`config.mk`:
```
export PLATFORM = sky130hd
export DESIGN_NAME = utf8_stream_validator
export DESIGN_NICKNAME = d
export VERILOG_FILES = /design/src/hdl/utfv_pkg.sv /design/src/hdl/utfv_step.sv /design/src/hdl/utfv_outbuf.sv /design/src/hdl/utf8_stream_validator.sv
export SDC_FILE = /design/constraint.sdc
export NUM_CORES = 1
export LEC_CHECK = 0
export BUFFER_PORTS_ARGS = -buffer_cell sky130_fd_sc_hd__buf_2
export CAP_MARGIN = 20
export CORE_MARGIN = 2
export CORE_UTILIZATION = 35
export CTS_BUF_LIST = sky130_fd_sc_hd__clkbuf_4 sky130_fd_sc_hd__clkbuf_8
export CTS_CLUSTER_DIAMETER = 40
export CTS_CLUSTER_SIZE = 14
export DETAILED_ROUTE_END_ITERATION = 8
export HOLD_SLACK_MARGIN = 0.02
export PLACE_DENSITY_LB_ADDON = 0.1
export SLEW_MARGIN = 20
export SYNTH_ARGS = -nofsm -noshare
export SYNTH_HDL_FRONTEND = slang
export SYNTH_SLANG_ARGS = --single-unit
```
`constraint.sdc`:
```
create_clock -name i_clk -period 8.8 [get_ports i_clk]
set_input_delay 0.44 -clock i_clk [delete_from_list [all_inputs] [get_ports i_clk]]
set_output_delay 0.44 -clock i_clk [all_outputs]
set_load 0.05 [all_outputs]
```
`src/hdl/utfv_pkg.sv`:
```
// Shared types and constants for the UTF-8 stream validator.
// Used by utfv_step, utfv_outbuf and utf8_stream_validator; depends on nothing.
package utfv_pkg;

    localparam int COUNT_WIDTH  = 32;
    localparam int CHAR_COUNT_W = 32;
    localparam int MAX_RESULTS  = 3;

    // Result kinds.
    localparam logic [1:0] KIND_CHAR    = 2'd0;
    localparam logic [1:0] KIND_BAD     = 2'd1;
    localparam logic [1:0] KIND_SUMMARY = 2'd2;

    // Byte classification constants.
    localparam logic [7:0] CONT_MASK    = 8'hC0;
    localparam logic [7:0] CONT_TAG     = 8'h80;
    localparam logic [7:0] PAYLOAD_MASK = 8'h3F;
    localparam logic [7:0] LEAD_BIT     = 8'h40;
    localparam logic [2:0] LONG_SEQ     = 3'd6;

    typedef struct packed {
        logic [7:0] data_byte;
        logic       end_of_string;
    } t_in;

    typedef struct packed {
        logic [1:0]              result_kind;
        logic [30:0]             code_point;
        logic [CHAR_COUNT_W-1:0] char_count;
        logic                    all_valid;
        logic                    last_result;
    } t_out;

    typedef struct packed {
        logic [2:0]             bytes_pending;
        logic [2:0]             lead_ones;
        logic [30:0]            partial_code;
        logic                   string_ok;
        logic [COUNT_WIDTH-1:0] valid_count;
        logic                   skip_to_end;
    } t_state;

    // All results caused by one byte, packed from slot 0 upward.
    typedef struct packed {
        logic [1:0]                  n;
        t_out [MAX_RESULTS-1:0]      res;
    } t_batch;

endpackage

```
`src/hdl/utfv_step.sv`:
```
// Combinational per-byte decode step: string state plus one byte in,
// next state plus up to three results out. Depends on utfv_pkg.
module utfv_step (
    input  utfv_pkg::t_state i_state,
    input  utfv_pkg::t_in    i_data,
    output utfv_pkg::t_state o_next_state,
    output utfv_pkg::t_batch o_batch
);

    function automatic logic [2:0] lead_conts(input logic [7:0] b);
        logic [2:0] cnt;
        logic       run;
        cnt = '0;
        run = 1'b1;
        for (int i = 6; i >= 0; i--) begin
            if (run && b[i]) begin
                cnt = cnt + 3'd1;
            end else begin
                run = 1'b0;
            end
        end
        return cnt;
    endfunction

    function automatic utfv_pkg::t_out mk_out(input logic [1:0] kind,
                                              input logic [30:0] cp,
                                              input utfv_pkg::t_state s);
        utfv_pkg::t_out o;
        o.result_kind = kind;
        o.code_point  = cp;
        o.char_count  = utfv_pkg::CHAR_COUNT_W'(s.valid_count);
        o.all_valid   = s.string_ok;
        o.last_result = 1'b0;
        return o;
    endfunction

    function automatic utfv_pkg::t_state clear_str(input utfv_pkg::t_state s);
        utfv_pkg::t_state c;
        c               = s;
        c.bytes_pending = '0;
        c.lead_ones     = '0;
        c.partial_code  = '0;
        c.string_ok     = 1'b1;
        c.valid_count   = '0;
        return c;
    endfunction

    utfv_pkg::t_state st;
    utfv_pkg::t_out [utfv_pkg::MAX_RESULTS-1:0] res;
    logic [1:0] n;
    logic       ended;
    logic       cont;
    logic [7:0] b;

    assign b    = i_data.data_byte;
    assign cont = ((b & utfv_pkg::CONT_MASK) == utfv_pkg::CONT_TAG);

    always_comb begin
        st    = i_state;
        res   = '0;
        n     = '0;
        ended = 1'b0;
        if (st.skip_to_end) begin
            if (i_data.end_of_string) begin
                st.skip_to_end = 1'b0;
            end
        end else begin
            if (st.bytes_pending != 3'd0 && cont) begin
                st.partial_code  = {st.partial_code[24:0], 6'(b & utfv_pkg::PAYLOAD_MASK)};
                st.bytes_pending = st.bytes_pending - 3'd1;
                if (st.bytes_pending == 3'd0) begin
                    if (st.lead_ones >= utfv_pkg::LONG_SEQ) begin
                        st.string_ok = 1'b0;
                        res[n] = mk_out(utfv_pkg::KIND_BAD, '0, st);
                    end else begin
                        if (st.valid_count != '1) begin
                            st.valid_count = st.valid_count + utfv_pkg::COUNT_WIDTH'(1);
                        end
                        res[n] = mk_out(utfv_pkg::KIND_CHAR, st.partial_code, st);
                    end
                    n               = n + 2'd1;
                    st.lead_ones    = '0;
                    st.partial_code = '0;
                end
            end else begin
                // A sequence cut short by a non-continuation byte.
                if (st.bytes_pending != 3'd0) begin
                    st.string_ok     = 1'b0;
                    res[n]           = mk_out(utfv_pkg::KIND_BAD, '0, st);
                    n                = n + 2'd1;
                    st.bytes_pending = '0;
                    st.lead_ones     = '0;
                    st.partial_code  = '0;
                end
                if (b == 8'd0) begin
                    res[n] = mk_out(utfv_pkg::KIND_SUMMARY, '0, st);
                    n      = n + 2'd1;
                    st     = clear_str(st);
                    ended  = 1'b1;
                end else if (!b[7]) begin
                    if (st.valid_count != '1) begin
                        st.valid_count = st.valid_count + utfv_pkg::COUNT_WIDTH'(1);
                    end
                    res[n] = mk_out(utfv_pkg::KIND_CHAR, 31'(b), st);
                    n      = n + 2'd1;
                end else if (cont) begin
                    st.string_ok = 1'b0;
                    res[n]       = mk_out(utfv_pkg::KIND_BAD, '0, st);
                    n            = n + 2'd1;
                end else begin
                    st.bytes_pending = lead_conts(b);
                    st.lead_ones     = lead_conts(b);
                    st.partial_code  = 31'(b & (utfv_pkg::PAYLOAD_MASK >> lead_conts(b)));
                end
            end
            if (ended) begin
                if (!i_data.end_of_string) begin
                    st.skip_to_end = 1'b1;
                end
            end else if (i_data.end_of_string) begin
                if (st.bytes_pending != 3'd0) begin
                    st.string_ok = 1'b0;
                    res[n]       = mk_out(utfv_pkg::KIND_BAD, '0, st);
                    n            = n + 2'd1;
                end
                res[n] = mk_out(utfv_pkg::KIND_SUMMARY, '0, st);
                n      = n + 2'd1;
                st     = clear_str(st);
            end
        end
        if (n != 2'd0) begin
            res[2'(n - 2'd1)].last_result = 1'b1;
        end
    end

    assign o_next_state = st;
    assign o_batch.n    = n;
    assign o_batch.res  = res;

endmodule

```
`src/hdl/utfv_outbuf.sv`:
```
// Result register: holds the results of one byte and presents them one
// transfer at a time. Depends on utfv_pkg.
module utfv_outbuf (
    input  logic             i_clk,
    input  logic             i_rst_n,
    input  logic             i_load,
    input  utfv_pkg::t_batch i_batch,
    output logic             o_can_load,
    output logic             o_valid,
    input  logic             i_ready,
    output utfv_pkg::t_out   o_result
);

    utfv_pkg::t_out [utfv_pkg::MAX_RESULTS-1:0] r_slot;
    logic [1:0] r_n;
    logic [1:0] r_idx;
    logic       drain;
    logic       drain_last;

    assign o_valid    = (r_idx < r_n);
    assign drain      = o_valid && i_ready;
    assign drain_last = drain && (r_idx == 2'(r_n - 2'd1));
    assign o_can_load = !o_valid || drain_last;
    assign o_result   = r_slot[r_idx];

    always_ff @(posedge i_clk) begin
        if (!i_rst_n) begin
            r_n   <= '0;
            r_idx <= '0;
        end else if (i_load) begin
            r_n   <= i_batch.n;
            r_idx <= '0;
        end else if (drain_last) begin
            r_n   <= '0;
            r_idx <= '0;
        end else if (drain) begin
            r_idx <= r_idx + 2'd1;
        end
    end

    always_ff @(posedge i_clk) begin
        if (i_load) begin
            r_slot <= i_batch.res;
        end
    end

endmodule

```
`src/hdl/utf8_stream_validator.sv`:
```
// Top level of the UTF-8 stream validator.
// Depends on utfv_pkg, utfv_step and utfv_outbuf.

// The validator takes one string byte per transfer and returns, for each
// byte, zero to three results: a decoded character, a malformed-sequence
// report, or an end-of-string summary carrying the saturating character
// count and the all-valid flag. A byte is held in an input register, decoded
// in one pass of shallow logic against the string state, and its results are
// written together into a three-slot result register that presents them one
// transfer per cycle while the downstream side takes them. A held byte is
// decoded, and its results loaded, once the result register can take them.
// Bytes that give at most one result are accepted every cycle as long as the
// downstream side takes every result; a byte that gives two or three results
// keeps the next byte waiting in the input register until its last result is
// taken, since the result register issues at most one result per cycle. Bytes
// skipped after a NUL give no results and pass at one per cycle while the
// result register is empty or draining its last result.
module utf8_stream_validator (
    input  logic           i_clk,
    input  logic           i_rst_n,
    input  logic           i_valid,
    output logic           o_ready,
    input  utfv_pkg::t_in  i_data,
    output logic           o_valid,
    input  logic           i_ready,
    output utfv_pkg::t_out o_result
);

    // Input register. Its payload needs no reset; only the valid flag does.
    logic             r_in_valid;
    utfv_pkg::t_in    r_in;

    // String state carried from byte to byte.
    utfv_pkg::t_state r_state;
    utfv_pkg::t_state n_state;

    utfv_pkg::t_batch batch;
    logic             can_load;
    logic             process;

    // A held byte is decoded once the result register can take its results.
    assign process = r_in_valid && can_load;
    // The input register frees up in the same cycle its byte is decoded.
    assign o_ready = !r_in_valid || process;

    always_ff @(posedge i_clk) begin
        if (!i_rst_n) begin
            r_in_valid <= 1'b0;
        end else if (o_ready) begin
            r_in_valid <= i_valid;
        end
    end

    always_ff @(posedge i_clk) begin
        if (o_ready && i_valid) begin
            r_in <= i_data;
        end
    end

    utfv_step u_step (
        .i_state      (r_state),
        .i_data       (r_in),
        .o_next_state (n_state),
        .o_batch      (batch)
    );

    always_ff @(posedge i_clk) begin
        if (!i_rst_n) begin
            r_state.bytes_pending <= '0;
            r_state.lead_ones     <= '0;
            r_state.partial_code  <= '0;
            r_state.string_ok     <= 1'b1;
            r_state.valid_count   <= '0;
            r_state.skip_to_end   <= 1'b0;
        end else if (process) begin
            r_state <= n_state;
        end
    end

    utfv_outbuf u_outbuf (
        .i_clk      (i_clk),
        .i_rst_n    (i_rst_n),
        .i_load     (process),
        .i_batch    (batch),
        .o_can_load (can_load),
        .o_valid    (o_valid),
        .i_ready    (i_ready),
        .o_result   (o_result)
    );

    // Skipping after a NUL only starts from a cleared string, so no sequence
    // can be in flight while bytes are being discarded.
    a_skip_no_pending: assert property (@(posedge i_clk) disable iff (!i_rst_n)
        r_state.skip_to_end |-> (r_state.bytes_pending == 3'd0))
        else $error("skip_to_end set while continuation bytes are pending");

    // The pending count never exceeds the length announced by the lead byte.
    a_pending_le_lead: assert property (@(posedge i_clk) disable iff (!i_rst_n)
        r_state.bytes_pending <= r_state.lead_ones)
        else $error("bytes_pending exceeds lead_ones");

    // A summary always closes the results of its byte.
    a_summary_last: assert property (@(posedge i_clk) disable iff (!i_rst_n)
        (o_valid && o_result.result_kind == utfv_pkg::KIND_SUMMARY)
            |-> o_result.last_result)
        else $error("summary result not marked as the last of its byte");

endmodule

```
==> flow_metrics.env, run 1 <==
export IMPL_reg2reg_from="r_in[7]$_DFFE_PP_"
export IMPL_period_needed_ns=7.47
export IMPL_clock_latency_ns=0.64
export IMPL_wl_per_cell_um=24.0
export IMPL_vias=12800
export IMPL_grt_pass1_vias=12100
export IMPL_drc=0
export IMPL_syn_num_nets=1621
export IMPL_cts_buffer_depth=3
export IMPL_totalNegativeSetupSlack_ns=0
export IMPL_ant_nets=0
export IMPL_initial_core_util_pct=35.5
export IMPL_cp_required_ns=9.18
export IMPL_finalNetCount=1648
export IMPL_yosys_warnings=0
export IMPL_synth_top_family_by_area="simple AND/OR/NAND/NOR gates"
export IMPL_synthSimpleGateAreaFrac_pct=24.0
export IMPL_yosys_top_cells_area="edfxtp_1, dfxtp_1, nand2_1"
export IMPL_p_per_area_nw_per_um2=180
export IMPL_netlist_area_um2=14100
export IMPL_synth_top_cell_area_share_pct=33.2
export IMPL_overflow=0
export IMPL_yosys_area_share_xor_xnor_pct=1.47
export IMPL_chipWidth_um=205
export IMPL_insertedDiodeCount=0
export IMPL_setup_viol=0
export IMPL_max_slew_margin_rel_pct=24.4
export IMPL_end_kind="flop"
export IMPL_post_cts_resize_count=0
export IMPL_die_height_um=205
export IMPL_path_clk_slew_ns=0.07
export IMPL_grt_pass1_wl_um=78000
export IMPL_drt_iter0_drc=1147
export IMPL_hold_end="r_in_valid$_SDFFE_PN0N_"
export IMPL_synthFlopType="edfxtp_1"
export IMPL_postRouteWirelength_um=52300
export IMPL_ys_ff_latch=225
export IMPL_syn_area_per_cell_um2=8.89
export IMPL_antenna_found_initial=0
export IMPL_peakVddDrop_v=0.0000964
export IMPL_r2r_end="u_outbuf.r_slot[107]$_SDFFCE_PP0P_"
export IMPL_dr_pass1_iters=6
export IMPL_setup_slack_ns=1.33
export IMPL_portBuffers=81
export IMPL_grt_setup_unrepaired="no"
export IMPL_clock_skew_ns=0.0393
export IMPL_dieArea_um2=42000
export IMPL_syn_inst=1589
export IMPL_drv_cap=0
export IMPL_hp_class="in2reg"
export IMPL_synth_edff_count=156
export IMPL_rows=73
export IMPL_area_delta_synth_final_pct=12.5
export IMPL_grt_usage_pct=24.8
export IMPL_grt_max_degree=95
export IMPL_period_share_pct=84.9
export IMPL_core_area_um2=39700
export IMPL_synth_seq_area_share_pct=43.0
export IMPL_synthAdderAreaFrac_pct=1.68
export IMPL_cts_tree="built"
export IMPL_root_buffer="clkbuf_8"
export IMPL_numCtsBuffers=43
export IMPL_synth_mux_area_share_pct=3.48
export IMPL_synth_async_reset_ratio_pct=0
export IMPL_clock_sinks=225
export IMPL_rrSetupSlack_ns=1.33
export IMPL_dp_slack_ns=1.42
export IMPL_path_max_fanout=23
export IMPL_synth_compound_gate_area_share_pct=21.5
export IMPL_hp_start="i_valid"
export IMPL_ios=82
export IMPL_clock_fmax_ghz=0.134
export IMPL_drv_slew=0
export IMPL_worst_pin_slew_ns=1.13
export IMPL_vias_per_cell=5.90
export IMPL_whs_path_depth=3
export IMPL_startpoint_type="flop"
export IMPL_htreeDepth=2
export IMPL_yosysTopAreaCell="edfxtp_1"
export IMPL_dpl_hpwl_um=34900
export IMPL_hold_violations=0
export IMPL_yosysUniqueCellTypes=92
export IMPL_drive_gt1_share_pct=14.3
export IMPL_worst_r2r_cell_count=27
export IMPL_routabilityCongestion=0.900
export IMPL_cp_arrival_ns=7.85
export IMPL_p_leak_nw=5.28
export IMPL_critPathKind="reg2reg"
export IMPL_status="finished, final reports clean"
[cell usage in the layout, fill, tap and decap left out, drive strengths merged, types with 12 or more instances in the layout]
master,synthesis,layout
nand3,36,36
nor4,17,17
nor3,84,84
nand2,160,160
a22oi,46,46
and3,14,14
inv,27,40
dfxtp,69,69
clkbuf,100,43
ha,19,19
a21oi,96,96
a31oi,16,16
a211oi,55,55
nand4,15,15
xnor2,12,12
buf,40,113
clkinv,1,21
o21ai,112,112
nor2b,66,66
nor2,140,140
o211ai,12,12
edfxtp,156,156
and2,84,84
mux2i,48,48
[cell families (layout without fill, tap and decap cells)]
group / count (synthesis) / in the layout
other: 1 / 1
multiplexers: 49 / 49
AND/OR/NAND/NOR: 663 / 663
AO/OA/AOI/OAI: 442 / 442
flip-flops: 225 / 225
XOR/XNOR: 22 / 22
buffers and inverters: 168 / 230
adder cells (fa/ha/maj): 19 / 19
[critical path, stage by stage, from the launching register on]
cell and delay, ns:
edfxtp_1 0.65, nand2_1 0.19, inv_1 0.17, ha_1 0.28, o21a_1 0.18, ha_1 0.31, mux2i_1 0.16, a21oi_1 0.11
ha_1 0.33, mux2_2 0.26, ha_1 0.29, mux2i_1 0.14, nand2_1 0.09, and3_1 0.19, ha_1 0.23, a21boi_0 0.21
o211ai_1 0.15, a21o_1 0.24, a221o_1 0.44, or3_1 0.51, xnor2_1 0.21, inv_1 0.09, ha_1 0.25, nor2_1 0.06
nor2_1 0.11, o41a_1 0.89, nor3_1 0.26, and2_1 0.25
[state kept, by name, summed over array words and instances, names as in the netlist]
name,cells
u_outbuf.r_slot,147
r_state,64
r_in_valid,1
u_outbuf.r_n,2
u_outbuf.r_idx,2
r_in,9
[area by class of cell]
cell class | count | area, µm²
Fill cell | 4056 | 23900
Multi-Input combinational cell | 1196 | 7410
Inverter | 28 | 110
Tap cell | 525 | 657
Timing Repair Buffer | 122 | 736
Sequential cell | 225 | 6070
Clock buffer | 43 | 592
Clock inverter | 37 | 307
[worst max path at each step]
stage	from	to	slack (ns)	cells after the start
3_3_place_gp	r_in[7]$_DFFE_PP_	u_outbuf.r_slot[96]$_SDFFCE_PP0P_	1.65	26
5_1_grt	r_in[7]$_DFFE_PP_	u_outbuf.r_slot[91]$_SDFFCE_PP0P_	0.78	28
6_report	r_in[7]$_DFFE_PP_	u_outbuf.r_slot[107]$_SDFFCE_PP0P_	1.33	27
3_5_place_dp	r_in[6]$_DFFE_PP_	u_outbuf.r_slot[107]$_SDFFCE_PP0P_	1.42	27
4_1_cts	r_in[6]$_DFFE_PP_	u_outbuf.r_slot[107]$_SDFFCE_PP0P_	1.38	27
2_1_floorplan	r_in[7]$_DFFE_PP_	u_outbuf.r_slot[89]$_SDFFCE_PP0P_	2.47	27
[cells in the mapped netlist, drive strengths merged (4+ instances only)]
| cell | instances |
|---|---|
| a2111oi | 4 |
| a211o | 7 |
| a211oi | 55 |
| a21o | 6 |
| a21oi | 96 |
| a221oi | 10 |
| a22oi | 46 |
| a311oi | 7 |
| a31oi | 16 |
| a32oi | 4 |
| and2 | 84 |
| and3 | 14 |
| and4 | 5 |
| buf | 40 |
| clkbuf | 100 |
| dfxtp | 69 |
| edfxtp | 156 |
| ha | 19 |
| inv | 27 |
| mux2i | 48 |
| nand2 | 160 |
| nand2b | 9 |
| nand3 | 36 |
| nand3b | 5 |
| nand4 | 15 |
| nor2 | 140 |
| nor2b | 66 |
| nor3 | 84 |
| nor4 | 17 |
| o211ai | 12 |
| o21a | 6 |
| o21ai | 112 |
| o22ai | 4 |
| o311a | 8 |
| o31ai | 11 |
| or3 | 10 |
| or4 | 10 |
| xnor2 | 12 |
| xor2 | 9 |
[layer usage]
metal,vias up,GRT usage (%),wire length [µm]
met5,-,0,0
met1,6271,34.5,23600
met2,521,38.2,23300
li1,5947,-,-
met3,107,4.95,3850
met4,0,9.07,1550
[report_power, final]
part / switching, mW / leakage [nW] / internal (mW)
Clock: 0.544 / 0.464 / 0.552
Sequential: 0.0270 / 2.02 / 1.21
Combinational: 0.392 / 2.79 / 0.136
Total: 0.963 / 5.28 / 1.89
[metrics by stage]
stage	instances	hold slack (ns)	instance area (µm²)	total power [mW]	utilization, %
6_report	2176	0.0726	15900	2.86	40.0
5_1_grt	2176	0.0666	15900	2.97	40.0
4_1_cts	2176	0.0421	15900	2.89	39.9
3_5_place_dp	2087	0.497	14900	1.78	37.5
3_3_place_gp	2087	0.497	14900	1.78	37.5
2_1_floorplan	1589	0.472	14100	1.62	-
[repair_timing]
action | 4_1_cts | 5_1_grt
setup buffers | 0 | 0
hold buffers | 9 | 0
hold endpoints to repair | 9 | 0
No activity file was read; power rests on OpenSTA's default activity.
==> run 2, diff against run 1 <==
==> constraint.sdc (replaced) <==
create_clock -name i_clk -period 7.6 [get_ports i_clk]
set_input_delay 0.38 -clock i_clk [delete_from_list [all_inputs] [get_ports i_clk]]
set_output_delay 0.38 -clock i_clk [all_outputs]
set_load 0.05 [all_outputs]
==> run 2 against run 1 <==
Effect of this change: final cell count up 0.28%; worst hold slack improved by 0.051 ns; cell area is 0.32% higher; register-to-register slack got worse by 0.78 ns; global-route usage up 0.45 points; largest cell class unchanged; non-clock buffer count increased by 14; critical path depth down 2; sequential power rose by 16%; largest power group unchanged.
==> flow_metrics.env, run 2 (same netlist as run 1, synthesis figures left out) <==
export IMPL_cts_buffer_depth=3
export IMPL_max_slew_margin_rel_pct=16.8
export IMPL_vias=12900
export IMPL_status="finished, final reports clean"
export IMPL_grt_pass1_vias=12400
export IMPL_path_max_fanout=23
export IMPL_end_kind="flop"
export IMPL_setup_slack_ns=0.555
export IMPL_dr_pass1_iters=6
export IMPL_drv_slew=0
export IMPL_grt_setup_unrepaired="no"
export IMPL_chipWidth_um=205
export IMPL_ant_nets=0
export IMPL_finalNetCount=1658
export IMPL_wl_per_cell_um=24.1
export IMPL_p_per_area_nw_per_um2=206
export IMPL_hold_ws_ns=0.124
export IMPL_p_leak_nw=5.31
export IMPL_path_clk_slew_ns=0.07
export IMPL_nFillCells=4016
export IMPL_period_needed_ns=7.04
export IMPL_fin_util_pct=40.1
export IMPL_dp_slack_ns=0.500
export IMPL_internal_power_mw=2.22
export IMPL_vias_per_cell=5.92
export IMPL_largest_reg_flops=147
export IMPL_largestRegisters="u_outbuf.r_slot (147), r_state (64), r_in (9)"
export IMPL_cts_tree="built"
export IMPL_totalPowerFinal_mw=3.28
export IMPL_insertedDiodeCount=0
export IMPL_worst_pin_slew_ns=1.24
export IMPL_seq_area_um2=6070
export IMPL_p_sw_share_pct=32.4
export IMPL_final_common_cell="nand2_1"
export IMPL_grt_max_degree=97
export IMPL_top_register="u_outbuf.r_slot"
export IMPL_grt_pass1_wl_um=80200
export IMPL_drc=0
export IMPL_pwr_share_seq_pct=43.4
export IMPL_ios=82
export IMPL_portBuffers=81
export IMPL_clock_sinks=225
export IMPL_die_height_um=205
export IMPL_p_clk_share_pct=37.4
export IMPL_drv_cap=0
export IMPL_drive_gt1_share_pct=14.8
export IMPL_dieArea_um2=42000
export IMPL_routabilityCongestion=0.908
export IMPL_period_share_pct=92.7
export IMPL_rrSetupSlack_ns=0.56
export IMPL_critPathKind="reg2reg"
export IMPL_hold_violations=0
export IMPL_clock_latency_ns=0.61
export IMPL_switchingPower_mw=1.06
export IMPL_cp_required_ns=8.07
export IMPL_postRouteWirelength_um=52600
export IMPL_antenna_found_initial=1
export IMPL_numCtsBuffers=39
export IMPL_multiInputGateArea_um2=7400
export IMPL_hp_class="in2reg"
export IMPL_clock_skew_ns=0.0315
export IMPL_setup_viol=0
export IMPL_totalNegativeSetupSlack_ns=0
export IMPL_overflow=0
export IMPL_combPwrFrac_pct=19.1
export IMPL_clock_fmax_ghz=0.142
export IMPL_peakVddDrop_v=0.000128
export IMPL_core_area_um2=39700
export IMPL_cts_setup_buffers=0
export IMPL_grt_usage_pct=25.3
export IMPL_initial_core_util_pct=35.5
export IMPL_drt_iter0_drc=1219
export IMPL_startpoint_type="flop"
export IMPL_layout_common_cells="nand2_1, edfxtp_1, nor2_1, o21ai_0, a21oi_1"
export IMPL_rows=73
export IMPL_area_delta_synth_final_pct=12.8
export IMPL_cp_arrival_ns=7.52
export IMPL_htreeDepth=2
export IMPL_root_buffer="clkbuf_8"
export IMPL_dpl_hpwl_um=35400
==> run 2: critical path: stages (launching register included) <==
cell and delay (ns):
edfxtp_1 0.45, nand2_1 0.15, inv_1 0.10, ha_1 0.34
o21a_1 0.18, ha_1 0.30, mux2i_1 0.17, a21oi_1 0.10
ha_1 0.33, mux2_2 0.27, ha_1 0.28, mux2i_1 0.13
nand2_1 0.10, and3_1 0.19, ha_1 0.23, a21boi_0 0.18
o211ai_1 0.13, a21o_1 0.24, a221o_1 0.44, or3_1 0.49
xnor2_1 0.30, inv_1 0.08, ha_1 0.25, o41a_2 0.74
nor3_1 0.51, and2_1 0.21
==> run 2: stage by stage <==
stage	std cells	cell area (µm²)
final	2182	15900
after global routing	2182	15900
after CTS	2182	15900
after detailed placement	2100	15000
after global placement	2100	15000
after floorplan	1589	14100
==> run 2: repair_timing <==
item | 4_1_cts | 5_1_grt
hold buffers | 10 | 0
hold endpoints to repair | 10 | 0
gates resized for setup | 0 | 1
setup endpoints to repair | 0 | 12
==> run 2: worst paths after layout <==
check | startpoint | end | cells past startpoint
setup / recovery | r_in[7]$_DFFE_PP_ | u_outbuf.r_slot[104]$_SDFFCE_PP0P_ | 25
hold reg to reg | u_outbuf.r_n[0]$_SDFFE_PN0P_ | u_outbuf.r_n[0]$_SDFFE_PN0P_ | 2
hold / removal | i_ready | u_outbuf.r_idx[0]$_SDFFE_PP0P_ | 4
setup reg to reg | r_in[7]$_DFFE_PP_ | u_outbuf.r_slot[104]$_SDFFCE_PP0P_ | 25
==> run 2: final cells by class <==
type | instances | share of cell area (%)
well taps | 525 | 4.12
clock buffers | 46 | 3.82
inverters | 28 | 0.691
repair buffers | 136 | 5.29
flip-flops and latches | 225 | 38.1
multi-input cells | 1196 | 46.4
clock inverters | 26 | 1.55
==> run 2: power by group through the flow <==
stage                     clock network (mW)  logic (mW)  registers (mW)
final                                   1.23       0.628            1.43
after floorplan                            0       0.428            1.44
after CTS                               1.26       0.625            1.43
after global placement                     0       0.618            1.45
after detailed placement                   0       0.620            1.45
after global routing                    1.31       0.671            1.43
==> run 2: routing by layer <==
layer	vias up	GRT usage, %	share of wire (%)
li1	5940	-	-
met1	6297	35.9	45
met2	570	39.5	45
met3	106	3.26	7.1
met4	2	8.76	3.1
met5	-	0	0.023
